File: config.mk
export PLATFORM = sky130hd
export DESIGN_NAME = half_duplex_bus_transaction_ctrl
export DESIGN_NICKNAME = d
export VERILOG_FILES = /design/src/sv/hdbt_pkg.sv /design/src/sv/half_duplex_bus_transaction_ctrl.sv /design/src/sv/hdbt_cfg.sv /design/src/sv/hdbt_core.sv
export SDC_FILE = /design/constraint.sdc
export NUM_CORES = 1
export LEC_CHECK = 0
export CAP_MARGIN = 20
export CELL_PAD_IN_SITES_DETAIL_PLACEMENT = 1
export CELL_PAD_IN_SITES_GLOBAL_PLACEMENT = 2
export CORE_UTILIZATION = 30
export DETAILED_ROUTE_END_ITERATION = 7
export DONT_BUFFER_PORTS = 1
export PLACE_DENSITY_LB_ADDON = 0.1
export SYNTH_ARGS = -nofsm -noshare
export SYNTH_HDL_FRONTEND = slang
export SYNTH_HIERARCHICAL = 1
export SYNTH_SLANG_ARGS = --single-unit
export TNS_END_PERCENT = 50
File: constraint.sdc
create_clock -name clk -period 4.8 [get_ports clk]
set_input_delay 1.2 -clock clk [delete_from_list [all_inputs] [get_ports clk]]
set_output_delay 1.2 -clock clk [all_outputs]
set_load 0.02 [all_outputs]
File: src/sv/hdbt_pkg.sv
// Shared types and constants for the half-duplex bus transaction controller.
`timescale 1ns / 1ps

package hdbt_pkg;

	localparam int unsigned LEN_W     = 16;
	localparam int unsigned GAP_W     = 8;
	localparam int unsigned RETRY_W   = 4;
	localparam int unsigned ELAPSED_W = LEN_W + 1;
	localparam int unsigned CFG_IDX_W = 1;
	localparam int unsigned CFG_DATA_W = GAP_W;

	localparam logic [GAP_W-1:0]     GAP_RESET   = 8'd5;
	localparam logic [RETRY_W-1:0]   LIMIT_RESET = 4'd3;
	localparam logic [GAP_W-1:0]     GAP_MAX     = '1;
	localparam logic [RETRY_W-1:0]   RETRY_MAX   = '1;
	localparam logic [ELAPSED_W-1:0] ELAPSED_MAX = '1;

	localparam logic [CFG_IDX_W-1:0] CFG_IDX_GAP   = 1'd0;
	localparam logic [CFG_IDX_W-1:0] CFG_IDX_LIMIT = 1'd1;

	typedef enum logic [2:0] {
		KIND_TICK     = 3'd0,
		KIND_START    = 3'd1,
		KIND_TX_DONE  = 3'd2,
		KIND_RX_IDLE  = 3'd3,
		KIND_LINE_ERR = 3'd4,
		KIND_ACK      = 3'd5,
		KIND_CANCEL   = 3'd6
	} kind_t;

	typedef enum logic [2:0] {
		MODE_IDLE    = 3'd0,
		MODE_TX      = 3'd1,
		MODE_WAIT    = 3'd2,
		MODE_DONE    = 3'd3,
		MODE_TIMEOUT = 3'd4
	} mode_t;

	typedef enum logic [1:0] {
		START_NONE      = 2'd0,
		START_ACCEPTED  = 2'd1,
		START_PARAM_ERR = 2'd2,
		START_BUSY      = 2'd3
	} start_status_t;

	typedef struct packed {
		logic [2:0]       kind;
		logic [LEN_W-1:0] frame_length;
		logic [LEN_W-1:0] reply_capacity;
		logic [LEN_W-1:0] timeout_limit_ms;
		logic [LEN_W-1:0] received_count;
	} item_t;

	typedef struct packed {
		start_status_t      start_status;
		mode_t              bus_mode;
		logic               send_frame;
		logic               arm_receiver;
		logic               abort_transfer;
		logic [LEN_W-1:0]   reply_length;
		logic               line_error;
		logic               sequence_error;
		logic [RETRY_W-1:0] attempts_retried;
	} result_t;

	typedef struct packed {
		logic [GAP_W-1:0]   interframe_gap_ms;
		logic [RETRY_W-1:0] retry_limit;
	} cfg_t;

endpackage

File: src/sv/half_duplex_bus_transaction_ctrl.sv
// Top level of the half-duplex bus transaction controller.
`timescale 1ns / 1ps

// Master-side controller for one request/response transaction on a half-duplex bus.
// Each input transfer carries one event (ms tick, start, tx complete, rx idle, line
// error, acknowledge, cancel) and yields exactly one result transfer. One event is
// accepted per clock; the event is captured in the input register, its result is then
// loaded into the result register and is held there until taken. The only thing that
// slows acceptance is back-pressure on the result channel holding the result register.

module half_duplex_bus_transaction_ctrl (
	input  logic                            clk,
	input  logic                            arst_n,
	input  logic                            cfg_we,
	input  logic [hdbt_pkg::CFG_IDX_W-1:0]  cfg_index,
	input  logic [hdbt_pkg::CFG_DATA_W-1:0] cfg_data,
	input  logic                            in_valid,
	output logic                            in_ready,
	input  logic [2:0]                      kind,
	input  logic [hdbt_pkg::LEN_W-1:0]      frame_length,
	input  logic [hdbt_pkg::LEN_W-1:0]      reply_capacity,
	input  logic [hdbt_pkg::LEN_W-1:0]      timeout_limit_ms,
	input  logic [hdbt_pkg::LEN_W-1:0]      received_count,
	output logic                            out_valid,
	input  logic                            out_ready,
	output logic [1:0]                      start_status,
	output logic [2:0]                      bus_mode,
	output logic                            send_frame,
	output logic                            arm_receiver,
	output logic                            abort_transfer,
	output logic [hdbt_pkg::LEN_W-1:0]      reply_length,
	output logic                            line_error,
	output logic                            sequence_error,
	output logic [hdbt_pkg::RETRY_W-1:0]    attempts_retried
);

	hdbt_pkg::cfg_t    cfg;
	hdbt_pkg::item_t   item_s1;
	hdbt_pkg::result_t result;
	hdbt_pkg::result_t res_s2;
	logic              valid_s1;
	logic              valid_s2;
	logic              advance;
	logic              fire;

	assign advance  = !valid_s2 || out_ready;
	assign fire     = valid_s1 && advance;
	assign in_ready = !valid_s1 || advance;

	hdbt_cfg u_cfg (
		.clk       (clk),
		.arst_n    (arst_n),
		.cfg_we    (cfg_we),
		.cfg_index (cfg_index),
		.cfg_data  (cfg_data),
		.cfg       (cfg)
	);

	always_ff @(posedge clk or negedge arst_n) begin
		if (!arst_n) begin
			valid_s1 <= 1'b0;
		end else if (in_ready) begin
			valid_s1 <= in_valid;
		end
	end

	always_ff @(posedge clk) begin
		if (in_valid && in_ready) begin
			item_s1.kind             <= kind;
			item_s1.frame_length     <= frame_length;
			item_s1.reply_capacity   <= reply_capacity;
			item_s1.timeout_limit_ms <= timeout_limit_ms;
			item_s1.received_count   <= received_count;
		end
	end

	hdbt_core u_core (
		.clk    (clk),
		.arst_n (arst_n),
		.en     (fire),
		.item   (item_s1),
		.cfg    (cfg),
		.result (result)
	);

	always_ff @(posedge clk or negedge arst_n) begin
		if (!arst_n) begin
			valid_s2 <= 1'b0;
		end else if (advance) begin
			valid_s2 <= valid_s1;
		end
	end

	always_ff @(posedge clk) begin
		if (fire) begin
			res_s2 <= result;
		end
	end

	assign out_valid        = valid_s2;
	assign start_status     = res_s2.start_status;
	assign bus_mode         = res_s2.bus_mode;
	assign send_frame       = res_s2.send_frame;
	assign arm_receiver     = res_s2.arm_receiver;
	assign abort_transfer   = res_s2.abort_transfer;
	assign reply_length     = res_s2.reply_length;
	assign line_error       = res_s2.line_error;
	assign sequence_error   = res_s2.sequence_error;
	assign attempts_retried = res_s2.attempts_retried;

	a_stalled_result_holds: assert property (@(posedge clk) disable iff (!arst_n)
		valid_s2 && !out_ready |=> valid_s2 && $stable(res_s2))
		else $error("result dropped while stalled");

	a_no_fire_when_blocked: assert property (@(posedge clk) disable iff (!arst_n)
		valid_s2 && !out_ready |-> !fire)
		else $error("state advanced while result register full");

	a_input_held_when_stalled: assert property (@(posedge clk) disable iff (!arst_n)
		valid_s1 && !fire |=> valid_s1 && $stable(item_s1))
		else $error("input register overwritten before use");

endmodule

File: src/sv/hdbt_cfg.sv
// Configuration register file for the bus transaction controller.
`timescale 1ns / 1ps

module hdbt_cfg (
	input  logic                           clk,
	input  logic                           arst_n,
	input  logic                           cfg_we,
	input  logic [hdbt_pkg::CFG_IDX_W-1:0] cfg_index,
	input  logic [hdbt_pkg::CFG_DATA_W-1:0] cfg_data,
	output hdbt_pkg::cfg_t                 cfg
);

	logic [hdbt_pkg::GAP_W-1:0]   gap_q;
	logic [hdbt_pkg::RETRY_W-1:0] limit_q;

	always_ff @(posedge clk or negedge arst_n) begin
		if (!arst_n) begin
			gap_q   <= hdbt_pkg::GAP_RESET;
			limit_q <= hdbt_pkg::LIMIT_RESET;
		end else if (cfg_we) begin
			unique case (cfg_index)
				hdbt_pkg::CFG_IDX_GAP:   gap_q   <= cfg_data[hdbt_pkg::GAP_W-1:0];
				hdbt_pkg::CFG_IDX_LIMIT: limit_q <= cfg_data[hdbt_pkg::RETRY_W-1:0];
				default: ;
			endcase
		end
	end

	assign cfg.interframe_gap_ms = gap_q;
	assign cfg.retry_limit       = limit_q;

endmodule

File: src/sv/hdbt_core.sv
// Transaction state registers and the single-pass event update.
`timescale 1ns / 1ps

module hdbt_core (
	input  logic              clk,
	input  logic              arst_n,
	input  logic              en,
	input  hdbt_pkg::item_t   item,
	input  hdbt_pkg::cfg_t    cfg,
	output hdbt_pkg::result_t result
);

	hdbt_pkg::mode_t                  mode_q, mode_d;
	logic [hdbt_pkg::ELAPSED_W-1:0]   elapsed_q, elapsed_d, elapsed_inc;
	logic [hdbt_pkg::GAP_W-1:0]       since_q, since_d;
	logic [hdbt_pkg::RETRY_W-1:0]     retry_q, retry_d, retry_inc;
	logic [hdbt_pkg::LEN_W-1:0]       timeout_q, timeout_d;
	logic [hdbt_pkg::LEN_W-1:0]       cap_q, cap_d;
	logic [hdbt_pkg::LEN_W-1:0]       reply_q, reply_d;
	logic                             line_err_q, line_err_d;
	logic                             seq_err_q, seq_err_d;
	logic                             active;
	hdbt_pkg::start_status_t          status;
	logic                             send, arm, abort_p;

	always_ff @(posedge clk or negedge arst_n) begin
		if (!arst_n) begin
			mode_q     <= hdbt_pkg::MODE_IDLE;
			elapsed_q  <= '0;
			since_q    <= '0;
			retry_q    <= '0;
			timeout_q  <= '0;
			cap_q      <= '0;
			reply_q    <= '0;
			line_err_q <= 1'b0;
			seq_err_q  <= 1'b0;
		end else if (en) begin
			mode_q     <= mode_d;
			elapsed_q  <= elapsed_d;
			since_q    <= since_d;
			retry_q    <= retry_d;
			timeout_q  <= timeout_d;
			cap_q      <= cap_d;
			reply_q    <= reply_d;
			line_err_q <= line_err_d;
			seq_err_q  <= seq_err_d;
		end
	end

	always_comb begin
		mode_d     = mode_q;
		elapsed_d  = elapsed_q;
		since_d    = since_q;
		retry_d    = retry_q;
		timeout_d  = timeout_q;
		cap_d      = cap_q;
		reply_d    = reply_q;
		line_err_d = line_err_q;
		seq_err_d  = seq_err_q;
		status     = hdbt_pkg::START_NONE;
		send       = 1'b0;
		arm        = 1'b0;
		abort_p    = 1'b0;
		active     = (mode_q == hdbt_pkg::MODE_TX) || (mode_q == hdbt_pkg::MODE_WAIT);
		elapsed_inc = (elapsed_q == hdbt_pkg::ELAPSED_MAX) ? elapsed_q
			: elapsed_q + 1'b1;
		retry_inc   = (retry_q == hdbt_pkg::RETRY_MAX) ? retry_q : retry_q + 1'b1;

		unique case (hdbt_pkg::kind_t'(item.kind))
			hdbt_pkg::KIND_TICK: begin
				if (since_q != hdbt_pkg::GAP_MAX)
					since_d = since_q + 1'b1;
				if (active) begin
					elapsed_d = elapsed_inc;
					if (elapsed_inc > {1'b0, timeout_q}) begin
						abort_p = 1'b1;
						retry_d = retry_inc;
						if (retry_inc >= cfg.retry_limit) begin
							mode_d = hdbt_pkg::MODE_TIMEOUT;
						end else begin
							reply_d   = '0;
							elapsed_d = '0;
							mode_d    = hdbt_pkg::MODE_TX;
							send      = 1'b1;
						end
					end
				end
			end
			hdbt_pkg::KIND_START: begin
				if (item.frame_length == '0 || item.reply_capacity == '0) begin
					status = hdbt_pkg::START_PARAM_ERR;
				end else if (mode_q != hdbt_pkg::MODE_IDLE
						|| since_q < cfg.interframe_gap_ms) begin
					status = hdbt_pkg::START_BUSY;
				end else begin
					status     = hdbt_pkg::START_ACCEPTED;
					cap_d      = item.reply_capacity;
					timeout_d  = item.timeout_limit_ms;
					elapsed_d  = '0;
					retry_d    = '0;
					reply_d    = '0;
					line_err_d = 1'b0;
					seq_err_d  = 1'b0;
					mode_d     = hdbt_pkg::MODE_TX;
					send       = 1'b1;
				end
			end
			hdbt_pkg::KIND_TX_DONE: begin
				if (mode_q != hdbt_pkg::MODE_TX) begin
					seq_err_d = 1'b1;
				end else begin
					arm    = 1'b1;
					mode_d = hdbt_pkg::MODE_WAIT;
				end
			end
			hdbt_pkg::KIND_RX_IDLE: begin
				if (mode_q != hdbt_pkg::MODE_WAIT) begin
					seq_err_d = 1'b1;
				end else begin
					reply_d = (item.received_count < cap_q) ? item.received_count : cap_q;
					mode_d  = hdbt_pkg::MODE_DONE;
					since_d = '0;
				end
			end
			hdbt_pkg::KIND_LINE_ERR: begin
				if (!active) begin
					seq_err_d = 1'b1;
				end else begin
					line_err_d = 1'b1;
					mode_d     = hdbt_pkg::MODE_TIMEOUT;
				end
			end
			hdbt_pkg::KIND_ACK, hdbt_pkg::KIND_CANCEL: begin
				abort_p    = (item.kind == hdbt_pkg::KIND_CANCEL) && active;
				reply_d    = '0;
				mode_d     = hdbt_pkg::MODE_IDLE;
				line_err_d = 1'b0;
				seq_err_d  = 1'b0;
				since_d    = '0;
			end
			default: ;
		endcase

		result.start_status     = status;
		result.bus_mode         = mode_d;
		result.send_frame       = send;
		result.arm_receiver     = arm;
		result.abort_transfer   = abort_p;
		result.reply_length     = reply_d;
		result.line_error       = line_err_d;
		result.sequence_error   = seq_err_d;
		result.attempts_retried = retry_d;
	end

	a_send_enters_tx: assert property (@(posedge clk) disable iff (!arst_n)
		en && result.send_frame |=> mode_q == hdbt_pkg::MODE_TX)
		else $error("send_frame without entering transmit");

	a_reply_only_done: assert property (@(posedge clk) disable iff (!arst_n)
		reply_q != '0 |-> mode_q == hdbt_pkg::MODE_DONE)
		else $error("reply length held outside done");

	a_pulses_exclusive: assert property (@(posedge clk) disable iff (!arst_n)
		en |-> $countones({result.send_frame, result.arm_receiver}) <= 1)
		else $error("send and arm in one result");

	a_elapsed_cleared_on_send: assert property (@(posedge clk) disable iff (!arst_n)
		en && result.send_frame |=> elapsed_q == '0)
		else $error("attempt time not restarted on send");

endmodule
==> impl_metrics.yaml, run 1 <==
status:
  outcome: "complete, no violations"
synth:
  synthXorXnorAreaFrac_pct: 2.29
  synth_top_cell_area_share_pct: 31.7
  synth_area_um2: 9190
  syn_avg_cell_area_um2: 11.8
  synth_commonest_cells: "97 x edfxtp_1, 92 x dfrtp_1, 73 x nand2_1"
  synthAdderAreaFrac_pct: 6.13
  synth_edf_count: 97
  syn-num-nets: 903
  synth-seq-area-share_pct: 57.9
  yosysWarnings: 6
  synth_top_family_by_area: "compound AO/OA/AOI/OAI gates"
  synthCells: 777
  yosys-top-cells-area: "edfxtp_1 32%, dfrtp_1 25%, ha_1 6.1%, nand2_1 3.0%, inv_1 2.8%"
  async_reset_ff_share_pct: 49.7
  synth_cell_type_count: 68
  yosys.area_share.simple_pct: 11.7
  synth_compound_area_share_pct: 12.9
  synth_most_common_cell: "edfxtp_1"
  ys_ff_latch: 193
  synthFlopType: "edfxtp_1"
  synth_top_cell_by_area: "edfxtp_1"
  synth_mux_area_share_pct: 4.30
sta:
  worst_slew_pin_slew_ns: 0.977
  fmax_mhz: 227
  max-slew-margin-rel_pct: 34.6
  finalHoldViolations: 0
  rsz0062_at_grt: "no"
  finalSetupViolations: 0
  finalMaxSlewViolations: 0
  finalSetupTns_ns: 0
  clock_skew_ns: 0.0122
  fin_crit_sh_pct: 91.8
  post-route-min-period_ns: 4.41
finish:
  fillers: 3215
  finalNonFillerCells: 1177
  drive_gt1_share_pct: 10.4
  syn_to_final_growth_pct: 10.8
  nets: 899
critical_path:
  r2r-start: "u_core/elapsed_q[0]"
  worst_ep_required_time_ns: 4.97
  critPathCaptureType: "flop"
  arrival_ns: 4.58
  rr_worst_depth: 15
  r2r_slack_ns: 0.39
  r2r_end: "bus_mode[0]"
  critPathLaunchType: "flop"
  criticalPathCategory: "flop to flop"
  cp_max_fo: 13
min_path:
  hold_end: "u_core/timeout_q[5]"
  min_from: "item_s1[21]"
  holdPathStages: 2
  min_path_type: "flop to flop"
clock_tree:
  cts_buffers: 17
  clockBufferDepth: 2
  clkTransAtPathRegs_ns: 0.07
  insertion_delay_ns: 0.44
  cts_root_buf: "clkbuf_16"
  cts_sinks: 193
  h-tree-depth: 4
  tritoncts: "yes"
routing:
  wirelength_um: 22800
  viasPerCell: 4.99
  postRouteAntennaNets: 0
  drc: 0
  vias: 5871
  drt_iter0_drc: 249
  first_pass_iters: 4
  post_drt_wl_per_cell_um: 19.4
floorplanning:
  io_pins: 113
  die_h_um: 177
  core_um2: 29900
  initial_utilization_pct: 30.8
  die_w_um: 177
  rows: 63
  die_area_um2: 31300
power:
  leakagePower_uw: 0.00420
  p_per_area_nw_per_um2: 381
  ir_worst_vdd_v: 0.000256
flow_run:
  drv_cap: 0
placed_design:
  dp.final_hpwl_um: 16500
  portBuffers: 0
  dpl.cell_count: 1143
  gp_congestion: 0.756
global_routing:
  antenna_found_initial: 2
  grt.total_usage_pct: 15.5
  first_global_vias: 6373
  grt_pass1_wl_um: 36400
  overflow: 0
  grt_start_max_net_pins: 97
-- state kept, by name, indices dropped and copies added, names as in the netlist, 2 cells and up --
register	count
u_core/retry_q	4
u_core/reply_q	16
u_cfg/gap_q	8
reply_length	16
u_core/timeout_q	16
u_core/mode_q	3
item_s1	67
u_cfg/limit_q	4
attempts_retried	4
u_core/since_q	8
u_core/elapsed_q	17
u_core/cap_q	16
start_status	2
bus_mode	3
-- metal layers --
| layer | wire length, µm | vias to the layer above | GRT usage, % | share of wire, % |
|---|---|---|---|---|
| met5 | 12 | - | 0 | 0.053 |
| met4 | 342 | 2 | 4.74 | 1.5 |
| met3 | 883 | 19 | 3.74 | 3.9 |
| met1 | 10800 | 2915 | 20.2 | 47 |
| li1 | - | 2812 | - | - |
| met2 | 10800 | 123 | 25.1 | 47 |
-- worst max-delay path: stages, from the launching register on --
cell	delay [ns]
dfrtp_1	0.45
ha_1	0.26
nand4_1	0.17
nor4_4	0.45
nand2_1	0.27
nand2_1	0.24
nor4_1	0.09
xor2_1	0.17
ha_1	0.32
a21oi_1	0.16
nor2b_1	0.06
or4_1	0.42
nand3b_1	0.30
and3_1	0.41
a21oi_1	0.26
o21ai_0	0.12
-- cell families (layout without fill, tap and decap cells) --
family | Yosys count | after routing
and+or+nand+nor | 204 | 204
DFF | 193 | 193
AOI/OAI and AO/OA | 174 | 174
buffers and inverters | 103 | 112
adders and majority gates | 45 | 45
muxes | 34 | 34
xor gates and xnor gates | 24 | 24
other | 0 | 1
-- per-stage QoR --
step | total power [µW] | hold WS [ns] | worst slack [ns] | util, % | area (µm²)
after global routing | 4070 | 0.428 | 0.0103 | 34.1 | 10200
after global placement | 2470 | 0.449 | 0.589 | 32.0 | 9570
after detailed placement | 2490 | 0.457 | 0.339 | 32.0 | 9570
after floorplan | 2360 | 0.426 | 0.929 | - | 9190
final | 3880 | 0.464 | 0.393 | 34.1 | 10200
after CTS | 3950 | 0.436 | 0.300 | 34.0 | 10200
-- report_power, final --
part / leakage (µW) / switching (µW) / internal, µW / total, µW
Clock: 0.000297 / 658 / 768 / 1430
Combinational: 0.00183 / 245 / 170 / 415
Sequential: 0.00208 / 136 / 1900 / 2040
Total: 0.00420 / 1040 / 2840 / 3880
-- worst max-delay path by stage --
stage,start,to,slack (ns),cells after the start
5_1_grt,u_core/elapsed_q[0],u_core/mode_q[0],0.01,15
4_1_cts,u_core/elapsed_q[0],u_core/retry_q[0],0.30,15
6_report,u_core/elapsed_q[0],bus_mode[0],0.39,15
3_5_place_dp,u_core/elapsed_q[0],u_core/retry_q[0],0.34,15
2_1_floorplan,u_core/elapsed_q[0],send_frame,0.93,17
3_3_place_gp,u_core/elapsed_q[0],u_core/retry_q[0],0.59,15
-- what timing repair did --
action | in CTS | in global routing
resized for setup | 0 | 1
endpoints found under the setup margin | 0 | 4
hold buffers | 0 | 0
setup buffers | 0 | 0
-- area by class of cell --
cell class / count / area (µm²) / area share (%)
clock buffer: 21 / 504 / 4.95
inverter: 69 / 259 / 2.54
sequential: 193 / 5320 / 52.3
timing repair buffer: 11 / 90.1 / 0.885
clock inverter: 11 / 83.8 / 0.823
multi-input combinational: 481 / 3430 / 33.7
antenna: 1 / 2.50 / 0.0246
tap: 390 / 488 / 4.79
-- layout by cell type, fill, tap and decap left out, drive strengths merged, types with 8 or more instances in the layout --
| cell | instances |
|---|---|
| a31oi | 14 |
| xor2 | 17 |
| ha | 45 |
| o2bb2ai | 16 |
| nand4 | 13 |
| nand2b | 14 |
| nor3 | 8 |
| o21ai | 50 |
| buf | 11 |
| nand3 | 18 |
| edfxtp | 97 |
| nor2 | 27 |
| inv | 76 |
| dfrtp | 92 |
| and3 | 11 |
| a21oi | 30 |
| mux2i | 17 |
| o22ai | 17 |
| mux2 | 17 |
| nand2 | 73 |
| clkbuf | 21 |
| nor2b | 9 |
| nor4 | 11 |
| a22o | 11 |
Note: power is estimated with default switching activity, not from simulation.
==> inputs of run 2 (changes only) <==
--- a/config.mk
+++ b/config.mk
@@ -8,6 +8,7 @@
 export CAP_MARGIN = 20
 export CELL_PAD_IN_SITES_DETAIL_PLACEMENT = 1
 export CELL_PAD_IN_SITES_GLOBAL_PLACEMENT = 2
+export CORE_MARGIN = 8
 export CORE_UTILIZATION = 30
 export DETAILED_ROUTE_END_ITERATION = 7
 export DONT_BUFFER_PORTS = 1
==> run 2 against run 1 <==
Via count grew 0.95%; clock-buffer cell count shrank 4; routed wire length grew 4.6%; highest routed layer unchanged.
==> impl_metrics.yaml, run 2 (synthesized netlist as in run 1, its figures left out) <==
status:
  outcome: "complete, no violations"
critical_path:
  worst_ep_required_time_ns: 5.06
  criticalPathCategory: "flop to flop"
  r2r-start: "u_core/elapsed_q[0]"
  critPathLaunchType: "flop"
  crit_start: "u_core/elapsed_q[0]"
  cp_max_fo: 16
  arrival_ns: 4.63
  rr_worst_depth: 15
  critPathCaptureType: "flop"
routing:
  wirelength_um: 23800
  drt_iter0_drc: 252
  viasPerCell: 5.01
  postRouteAntennaNets: 0
  drc: 0
  first_pass_iters: 4
  post_drt_wl_per_cell_um: 20.1
  vias: 5927
global_routing:
  grt.total_usage_pct: 13.5
  antenna_found_initial: 4
  first_global_vias: 6421
  grtUsageMet1_pct: 17.7
  grt_pass1_wl_um: 37600
  met2_usage_pct: 21.3
  overflow: 0
  grt_start_max_net_pins: 97
  use_met3_pct: 4.01
  busiest_layer: "met2"
placed_design:
  dpl.cell_count: 1149
  portBuffers: 0
  gp_congestion: 0.748
  dp.final_hpwl_um: 17100
sta:
  post-route-min-period_ns: 4.37
  finalMaxSlewViolations: 0
  fmax_mhz: 229
  finalSetupTns_ns: 0
  max-slew-margin-rel_pct: 34.3
  rsz0062_at_grt: "no"
  clock_skew_ns: 0.0170
  fin_crit_sh_pct: 91.0
  worst_slew_pin_slew_ns: 0.982
  finalHoldViolations: 0
  finalSetupViolations: 0
clock_tree:
  insertion_delay_ns: 0.45
  cts_sinks: 193
  cts_root_buf: "clkbuf_16"
  cts_buffers: 17
  h-tree-depth: 4
  clockBufferDepth: 2
  clkTransAtPathRegs_ns: 0.08
  tritoncts: "yes"
power:
  leakagePower_uw: 0.00420
  p_per_area_nw_per_um2: 382
  ir_worst_vdd_v: 0.000243
floorplanning:
  die_area_um2: 36500
  rows: 64
  core_um2: 30300
  io_pins: 113
  die_w_um: 191
  die_h_um: 191
  initial_utilization_pct: 30.3
finish:
  syn_to_final_growth_pct: 11.3
  largest_register: "item_s1"
  reg.largest.list: "item_s1 (67), u_core/elapsed_q (17)"
  final_common_cell: "edfxtp_1"
  layout_common_cells: "97 x edfxtp_1, 92 x dfrtp_1, 73 x nand2_1"
  drive_gt1_share_pct: 10.8
  fillers: 3268
  finalNonFillerCells: 1184
  nets: 900
  largest_reg_flops: 67
flow_run:
  drv_cap: 0
min_path:
  min_path_type: "input pin to async pin"
run 2: where the power goes:
part	internal (µW)	switching [µW]	leakage (µW)
clock	742	711	0.000285
sequential	1900	138	0.00208
combinational	172	246	0.00184
run 2: repair_timing:
item | in CTS | in global routing
resized for setup | 0 | 1
endpoints found under the setup margin | 0 | 13
setup buffers | 0 | 2
hold buffers | 0 | 0
run 2: path summary, 6_finish.rpt:
kind                                              to  slack [ns]
worst max-delay path                 reply_length[6]        0.43
worst min-delay path                u_core/mode_q[2]        0.45
worst max register to register       reply_length[6]        0.43
worst min register to register  u_core/timeout_q[14]        0.45
max in group asynchronous           u_cfg/limit_q[1]        4.15
min in group clk                u_core/timeout_q[14]        0.45
run 2: stage by stage:
stage	setup WS, ns	total power [µW]	util (%)	instance area (µm²)	hold WS, ns
CTS	0.350	3990	33.6	10200	0.409
global route	0.0403	4110	33.7	10200	0.405
floorplan	0.929	2360	-	9190	0.426
detailed placement	0.380	2490	31.6	9600	0.440
global placement	0.536	2470	31.5	9570	0.446
finish	0.431	3910	33.7	10200	0.449
run 2: cell type report:
type / instances / area (µm²) / share of cell area (%)
timing repair buffer: 12 / 123 / 1.20
tap: 396 / 495 / 4.85
sequential: 193 / 5320 / 52.0
multi-input combinational: 481 / 3430 / 33.6
antenna: 1 / 2.50 / 0.0245
clock inverter: 15 / 168 / 1.64
inverter: 69 / 259 / 2.53
clock buffer: 17 / 425 / 4.16
run 2: metal layers:
metal,vias up,wire (µm)
met3,21,1220
met2,112,11100
met5,-,40
li1,2815,-
met1,2973,11300
met4,6,227
run 2: worst max-delay path, cell delays in order, from the launching register on:
cell and delay, ns:
dfrtp_1 0.42, ha_1 0.27, nand4_1 0.17, nor4_4 0.46, nand2_1 0.27, nand2_1 0.23
nor4_1 0.08, xor2_1 0.16, ha_1 0.32, a21oi_1 0.14, nor2b_1 0.06, or4_1 0.42
nand3b_1 0.31, and3_4 0.25, o311a_4 0.41, o22ai_1 0.21
==> inputs of run 3 (changes only) <==
--- a/config.mk
+++ b/config.mk
@@ -12,6 +12,7 @@
 export CORE_UTILIZATION = 30
 export DETAILED_ROUTE_END_ITERATION = 7
 export DONT_BUFFER_PORTS = 1
+export MAX_ROUTING_LAYER = met4
 export PLACE_DENSITY_LB_ADDON = 0.1
 export SYNTH_ARGS = -nofsm -noshare
 export SYNTH_HDL_FRONTEND = slang
==> run 3 against run 2 <==
Clock power is essentially flat; sequential share of layout area barely moved; clock skew fell by 0.0035 ns; sequential power about the same; non-clock buffer count stayed put; global-route usage up 0.39 points; clock-buffer cell count unchanged; setup slack lost 0.0066 ns; register-to-register slack is essentially flat; critical path type unchanged; largest power group unchanged.
==> impl_metrics.yaml, run 3 (synthesized netlist as in run 1, its figures left out) <==
placed_design:
  dp.final_hpwl_um: 17100
  place_area_um2: 9600
  portBuffers: 0
  dpl.cell_count: 1149
  gp_congestion: 0.757
clock_tree:
  cts_buffers: 17
  clockBufferDepth: 2
  h-tree-depth: 4
  cts_root_buf: "clkbuf_16"
  cts_sinks: 193
  insertion_delay_ns: 0.45
  tritoncts: "yes"
  clkTransAtPathRegs_ns: 0.08
floorplanning:
  rows: 64
  initial_utilization_pct: 30.3
  die_h_um: 191
  io_pins: 113
  core_um2: 30300
  die_area_um2: 36500
  die_w_um: 191
sta:
  fin_crit_sh_pct: 91.2
  whs_ns: 0.453
  clock_skew_ns: 0.0135
  finalSetupViolations: 0
  worst_slew_pin_slew_ns: 0.967
  finalSetupTns_ns: 0
  fmax_mhz: 229
  rsz0062_at_grt: "no"
  max-slew-margin-rel_pct: 35.3
  post-route-min-period_ns: 4.38
  finalMaxSlewViolations: 0
  finalHoldViolations: 0
critical_path:
  r2r_slack_ns: 0.42
  arrival_ns: 4.64
  r2r-start: "u_core/elapsed_q[0]"
  rr_worst_depth: 14
  critPathLaunchType: "flop"
  worst_ep_required_time_ns: 5.06
  cp_max_fo: 16
  critPathCaptureType: "flop"
  criticalPathCategory: "flop to flop"
  crit_start: "u_core/elapsed_q[0]"
  r2r_end: "reply_length[6]"
power:
  combinationalPowerShare_pct: 10.7
  p_clk_share_pct: 37.1
  ir_worst_vdd_v: 0.000241
  switchingPower_uw: 1090
  p_per_area_nw_per_um2: 381
  seq_power_share_pct: 52.2
  intPower_uw: 2810
  swShare_pct: 27.9
  leakagePower_uw: 0.00420
global_routing:
  overflow: 0
  first_global_vias: 6419
  grt.total_usage_pct: 13.9
  antenna_found_initial: 4
  grt_start_max_net_pins: 97
  grt_pass1_wl_um: 37600
routing:
  drc: 0
  viasPerCell: 4.97
  first_pass_iters: 4
  postRouteAntennaNets: 0
  vias: 5896
  wirelength_um: 23700
  post_drt_wl_per_cell_um: 20.0
  drt_iter0_drc: 261
min_path:
  min_path_type: "input pin to async pin"
finish:
  finalNonFillerCells: 1187
  final_common_cell: "edfxtp_1"
  layout_common_cells: "97 x edfxtp_1, 92 x dfrtp_1, 73 x nand2_1"
  postLayoutCellArea_um2: 10200
  syn_to_final_growth_pct: 11.4
  postLayoutCoreUtil_pct: 33.7
  reg.largest.list: "item_s1 (67), u_core/elapsed_q (17)"
  largest_register: "item_s1"
  fillers: 3270
  nets: 900
  drive_gt1_share_pct: 10.8
  largest_reg_flops: 67
flow_run:
  drv_cap: 0
status:
  outcome: "complete, no violations"
-- run 3: cell types whose count changed in the layout (fill, tap and decap cells not counted), sizes merged --
cell,previous run,this run
diode,1,4
-- run 3: worst max path at each step --
stage / endpoint / slack, ns / cells after the start
4_1_cts: u_core/elapsed_q[4] / 0.35 / 16
3_3_place_gp: u_core/elapsed_q[3] / 0.54 / 15
3_5_place_dp: u_core/elapsed_q[4] / 0.38 / 16
5_1_grt: u_core/retry_q[0] / 0.04 / 15
2_1_floorplan: send_frame / 0.93 / 17
6_report: reply_length[6] / 0.42 / 14
-- run 3: layout make-up --
type	instances	area, µm²	share of cell area [%]
sequential	193	5320	52.0
tap	396	495	4.84
timing repair buffer	12	123	1.20
inverter	69	259	2.53
clock inverter	15	168	1.64
multi-input combinational	481	3430	33.5
antenna	4	10.0	0.0978
clock buffer	17	425	4.16
-- run 3: critical path, stage by stage, from the launching register on --
cell and delay (ns):
dfrtp_1 0.42, ha_1 0.27, nand4_1 0.17, nor4_4 0.45, nand2_1 0.26, nand2_1 0.23
xnor2_1 0.19, ha_1 0.29, a211oi_1 0.24, o221ai_1 0.17, a211oi_1 0.36, nand3b_1 0.26
and3_4 0.25, o311a_4 0.40, o22ai_1 0.21
-- run 3: layer usage --
layer	vias up	track usage (%)	part of all wire [%]
li1	2824	-	-
met1	2957	17.8	48
met4	0	4.09	0.94
met2	101	21.3	47
met5	-	-	0
met3	14	3.74	3.9
-- run 3: power groups by stage --
stage	sequential (µW)	clock, µW	combinational (µW)
floorplan	2020	0	340
global placement	2070	0	399
detailed placement	2070	0	419
CTS	2040	1530	422
global route	2060	1580	472
finish	2040	1450	417
-- run 3: through the flow --
stage | power (µW) | setup WS [ns]
after floorplan | 2360 | 0.929
final | 3900 | 0.424
after global placement | 2470 | 0.536
after CTS | 3990 | 0.350
after global routing | 4110 | 0.0403
after detailed placement | 2490 | 0.380
-- run 3: what timing repair did --
| item | CTS | global route |
|---|---|---|
| endpoints found under the hold margin | 0 | 0 |
| gates resized for setup | 0 | 1 |
| hold buffers | 0 | 0 |
| setup buffers | 0 | 2 |
| endpoints found under the setup margin | 0 | 13 |
